`config.mk`:
```
export PLATFORM = sky130hd
export DESIGN_NAME = alid_ram
export DESIGN_NICKNAME = d
export VERILOG_FILES = /design/src/hw/rtl/alid_ram.sv
export SDC_FILE = /design/constraint.sdc
export NUM_CORES = 2
export LEC_CHECK = 0
export BUFFER_PORTS_ARGS = -buffer_cell sky130_fd_sc_hd__buf_2
export CAP_MARGIN = 5
export CORE_MARGIN = 2
export CORE_UTILIZATION = 60
export CTS_CLUSTER_DIAMETER = 60
export DETAILED_ROUTE_END_ITERATION = 8
export PLACE_DENSITY = 0.78
export SETUP_SLACK_MARGIN = 0.3
export SLEW_MARGIN = 20
export SYNTH_ARGS = -nofsm -noshare
export SYNTH_HDL_FRONTEND = slang
export SYNTH_SLANG_ARGS = --single-unit
```
`constraint.sdc`:
```
create_clock -name clk -period 4.7 [get_ports clk]
set_input_delay 1.175 -clock clk [delete_from_list [all_inputs] [get_ports clk]]
set_output_delay 1.175 -clock clk [all_outputs]
set_load 0.05 [all_outputs]
```
`src/hw/rtl/alid_ram.sv`:
```
// Generic single-write, single-read RAM with a registered read port.
`default_nettype none
module alid_ram #(
  parameter int WIDTH = 32,
  parameter int DEPTH = 128
) (
  input  wire logic                     clk,
  input  wire logic                     we,
  input  wire logic [$clog2(DEPTH)-1:0] waddr,
  input  wire logic [WIDTH-1:0]         wdata,
  input  wire logic [$clog2(DEPTH)-1:0] raddr,
  output logic      [WIDTH-1:0]         rdata
);

  logic [WIDTH-1:0] mem [DEPTH];

  always_ff @(posedge clk) begin
    if (we) begin
      mem[waddr] <= wdata;
    end
    rdata <= mem[raddr];
  end

endmodule
`default_nettype wire

```
# Word level (Yosys, flattened, before mapping)
# Memories as Yosys holds them, arrays and structs flattened. A register that Yosys moved wholly into a read port is not among the register bits.
# Cells that the tools add are included.
[classes] n_mux=2 n_reduce_logical=0 eq_ne=0 magnitude_cmp=0 n_bitwise=0 multipliers=0 div=0 shift=0 add_sub_neg=0
[op_table] operator="two-way mux 1 bit" count=2
[totals] ram_bits=4096 in_bits=48 n_memories=1 latchBits=0 rom_bits=0 ff_bits=0 elab_cells=3
[mem_list] memory="mem" words=128 word_bits=32 read_ports=1 rd_clocked_by_memory_dff=1 wr=1 line_no="15" text="logic [WIDTH-1:0] mem [DEPTH];"

# Logic depth before layout (Yosys ltp)
[logic_depth] ltp_word=2 mapped_depth=8

# Worst setup path after synthesis
# Ideal clock, no wire load.
[synth_timing] kind="input to register" start="input we" end="memory mem[98][0] (enable)" setup_ns=0.461 t_required_ns=4.239 path_slack_ns=0.286 cell_stages=3 arrival_ns=3.953 path_cell_list="clkbuf_1 -> nand4_1 -> nor3_1"
[synth_between] elab_chain_cells=2
[synth_lines] item="from (decl)" line_no="8" text="input wire logic we,"
[synth_lines] item="two-way mux 1 bit" line_no="18" text="if (we) begin"
[synth_lines] item="two-way mux 1 bit (not written as such)" line_no="19" text="mem[waddr] <= wdata;"
[synth_lines] item="to (decl)" line_no="15"
# Every way passes these cells.

==> results.toml <==
[yosys]
synth_area_leaders = "edfxtp_1 79%, mux4_2 19%, clkbuf_1 0.44%"
async_flop_share = 0
syn-num-nets = 6038
yosysSeqAreaShare = 0.791
synth_top_cell_area_share = 0.787
yosysWarnings = 0
yosys.cell_types.count = 17
synth_edf_count = 4096
synth_area_sq_um = 156000
synth_seq_cells = 4128
synth_largest_area_cell = "edfxtp_1"
syn_inst = 5990
post-synth-top-count-cell = "edfxtp_1"
ys.flop_type = "edfxtp_1"
synth_common_cells = "4,096 x edfxtp_1, 1,344 x mux4_2, 182 x clkbuf_1"
syn_avg_cell_area_sq_um = 26.1

[clocking]
cts_max_level = 5
tritoncts = "built"
clk_pin_slew_ps = 70
cts_made_buffers = 386
hold_buffers = 0
cts_setup_buffers = 0
clkLatencyLatePin_ps = 930
cts.repair.resized = 0
cts.sinks = 4128
clock_path_buffers = 4
cts-root-buf = "clkbuf_16"

[worst_setup_path]
cp.arrival_ps = 4370
slowest_delay_ps = 620
ff2ff_path_depth = 4
crit_path_max_fanout = 22
critical_path.cell_chain = "buf_12, buf_12, buf_4, mux4_2, mux4_2, mux4_2, mux2_2"
path_class = "primary input to flop"
critPathCaptureType = "flop"
critPathTopFamily = "multiplexers"
slowest_stage = "mux4_2"
cp.buffers_inverters = 3
path_common_cell = "mux4_2"
path_depth = 7
crit_required_ps = 5490
worstSetupStartpointType = "primary input"

[pwr]
p_leak_nw = 54.6
clock_power_share = 0.412
p_comb_frac = 0.056
p_int_mw = 59.9
switching_share = 0.219
ir_drop_mv = 0.494
p_seq_frac = 0.532
switching_power_mw = 16.8
power_density_nw_per_um2 = 433

[place]
dp_hpwl_um = 234000
io_buffers = 79
gp_routability_congestion = 0.843

[timing]
worstMarginPinSlew_ps = 1260
skew_ps = 51.2
period_needed_ps = 3580
fin_crit_sh = 0.761
rsz0062_at_grt = "no"
fmax_mhz = 280
setup-tns-final_ps = 0
drv_slew = 0
slew_headroom = 0.163
setup_violations = 0
final_hold_viol_count = 0

[die]
num_rows = 187
die_y_um = 514
chipWidth_um = 514
io_pins = 80
dieArea_sq_um = 265000
coreArea_sq_um = 259000
start_util = 0.603

[route]
totalWireLength_um = 460000
viasPerCell = 7.46
initialDrtViolationCount = 15000
drcViolationCount = 0
num_vias = 76600
dr.pass1.iters = 6
avgRoutedWirePerCell_um = 44.8
antenna_left = 0

[run]
drv_cap = 0

[worst_hold_path]
holdPathStages = 1
hold_path_class = "primary input to flop"

[global_route]
grt_overflow_total = 0
grt_max_degree = 104
grt_pass1_wl_um = 627000
grt_usage = 0.348
antenna_found_initial = 62
grt_pass1_vias = 77900

[cells_and_area]
fillCellCount = 14000
drive_gt1_frac = 0.369
final_nets = 6557
area_growth_pct = 13.4
final_core_util = 0.684

[status]
outcome = "completed"
cell type report:
| type | count | area [sq um] | share of cell area |
|---|---|---|---|
| multi-input combinational | 1546 | 32300 | 0.182 |
| timing repair buffer | 447 | 4550 | 0.0257 |
| antenna | 40 | 100 | 0.000565 |
| clock inverter | 205 | 2050 | 0.0116 |
| tap | 3402 | 4260 | 0.0240 |
| clock buffer | 489 | 10400 | 0.0586 |
| sequential | 4128 | 124000 | 0.697 |
per-stage QoR:
step | std cells | setup WS, ps | total power, mW | hold slack [ps] | instance area [sq um]
3_5_place_dp | 9523 | 310 | 45.7 | 1140 | 165000
2_1_floorplan | 5990 | 286 | 43.6 | 1070 | 156000
3_3_place_gp | 9523 | 332 | 45.6 | 1100 | 165000
6_report | 10300 | 1120 | 76.8 | 721 | 177000
4_1_cts | 10200 | 1200 | 76.6 | 678 | 177000
5_1_grt | 10200 | 1110 | 78.0 | 719 | 177000
layout by cell type (no fill, tap or decap), types with 4 or more instances in the layout:
cell type,netlist,layout
mux4_2,1344,1344
buf_2,79,41
nand3_2,0,4
buf_6,2,7
clkbuf_8,0,20
nor2b_1,7,7
clkinvlp_4,0,10
buf_4,3,296
diode_2,0,40
inv_6,0,10
mux2_2,32,32
dfxtp_1,32,32
bufinv_16,0,37
clkinv_4,0,5
nand3_1,12,8
clkinv_2,0,76
nor2_4,0,119
buf_12,0,100
clkbuf_16,0,393
clkinv_1,0,59
edfxtp_1,4096,4096
clkbuf_1,182,76
nand2_1,14,11
nor3_2,0,9
clkinv_8,0,6
sequential cells by signal, summed over array words and instances (netlist names):
signal,count
rdata,32
mem,4096
power groups by stage:
| stage | combinational, mW | clock, mW | sequential [mW] |
|---|---|---|---|
| 2_1_floorplan | 1.96 | 0 | 41.7 |
| 3_3_place_gp | 3.98 | 0 | 41.6 |
| 3_5_place_dp | 4.09 | 0 | 41.6 |
| 4_1_cts | 4.21 | 31.6 | 40.8 |
| 5_1_grt | 4.38 | 32.9 | 40.8 |
| 6_report | 4.32 | 31.6 | 40.8 |
worst paths after layout:
check | slack, ps | start | endpoint
worst min-delay path | 720 | wdata[16] | mem[65][16]
worst max-delay path | 1120 | raddr[0] | rdata[10]
worst min register to register | 1170 | mem[71][5] | rdata[5]
worst max register to register | 1980 | mem[21][17] | rdata[17]
routing by layer:
| metal | global-route usage | wire length (um) | share of wire | up-vias |
|---|---|---|---|---|
| li1 | - | - | - | 27400 |
| met2 | 0.542 | 220000 | 0.48 | 7577 |
| met3 | 0.0914 | 64400 | 0.14 | 1534 |
| met4 | 0.216 | 34200 | 0.074 | 40 |
| met5 | 0 | 261 | 0.00057 | - |
| met1 | 0.443 | 141000 | 0.31 | 40000 |
worst reg2reg max path: stages, from the launching register on:
cell and delay (ps):
edfxtp_1 400, mux4_2 530, mux4_2 620, mux4_2 680
mux2_2 360
kinds of logic after synthesis:
family                 count (synthesis)  share of synthesized area
and+or+nand+nor                      170                    0.00446
DFF                                 4128                      0.791
buffers and inverters                316                    0.00839
muxes                               1376                      0.196
Note: power is estimated with default switching activity, not from simulation.
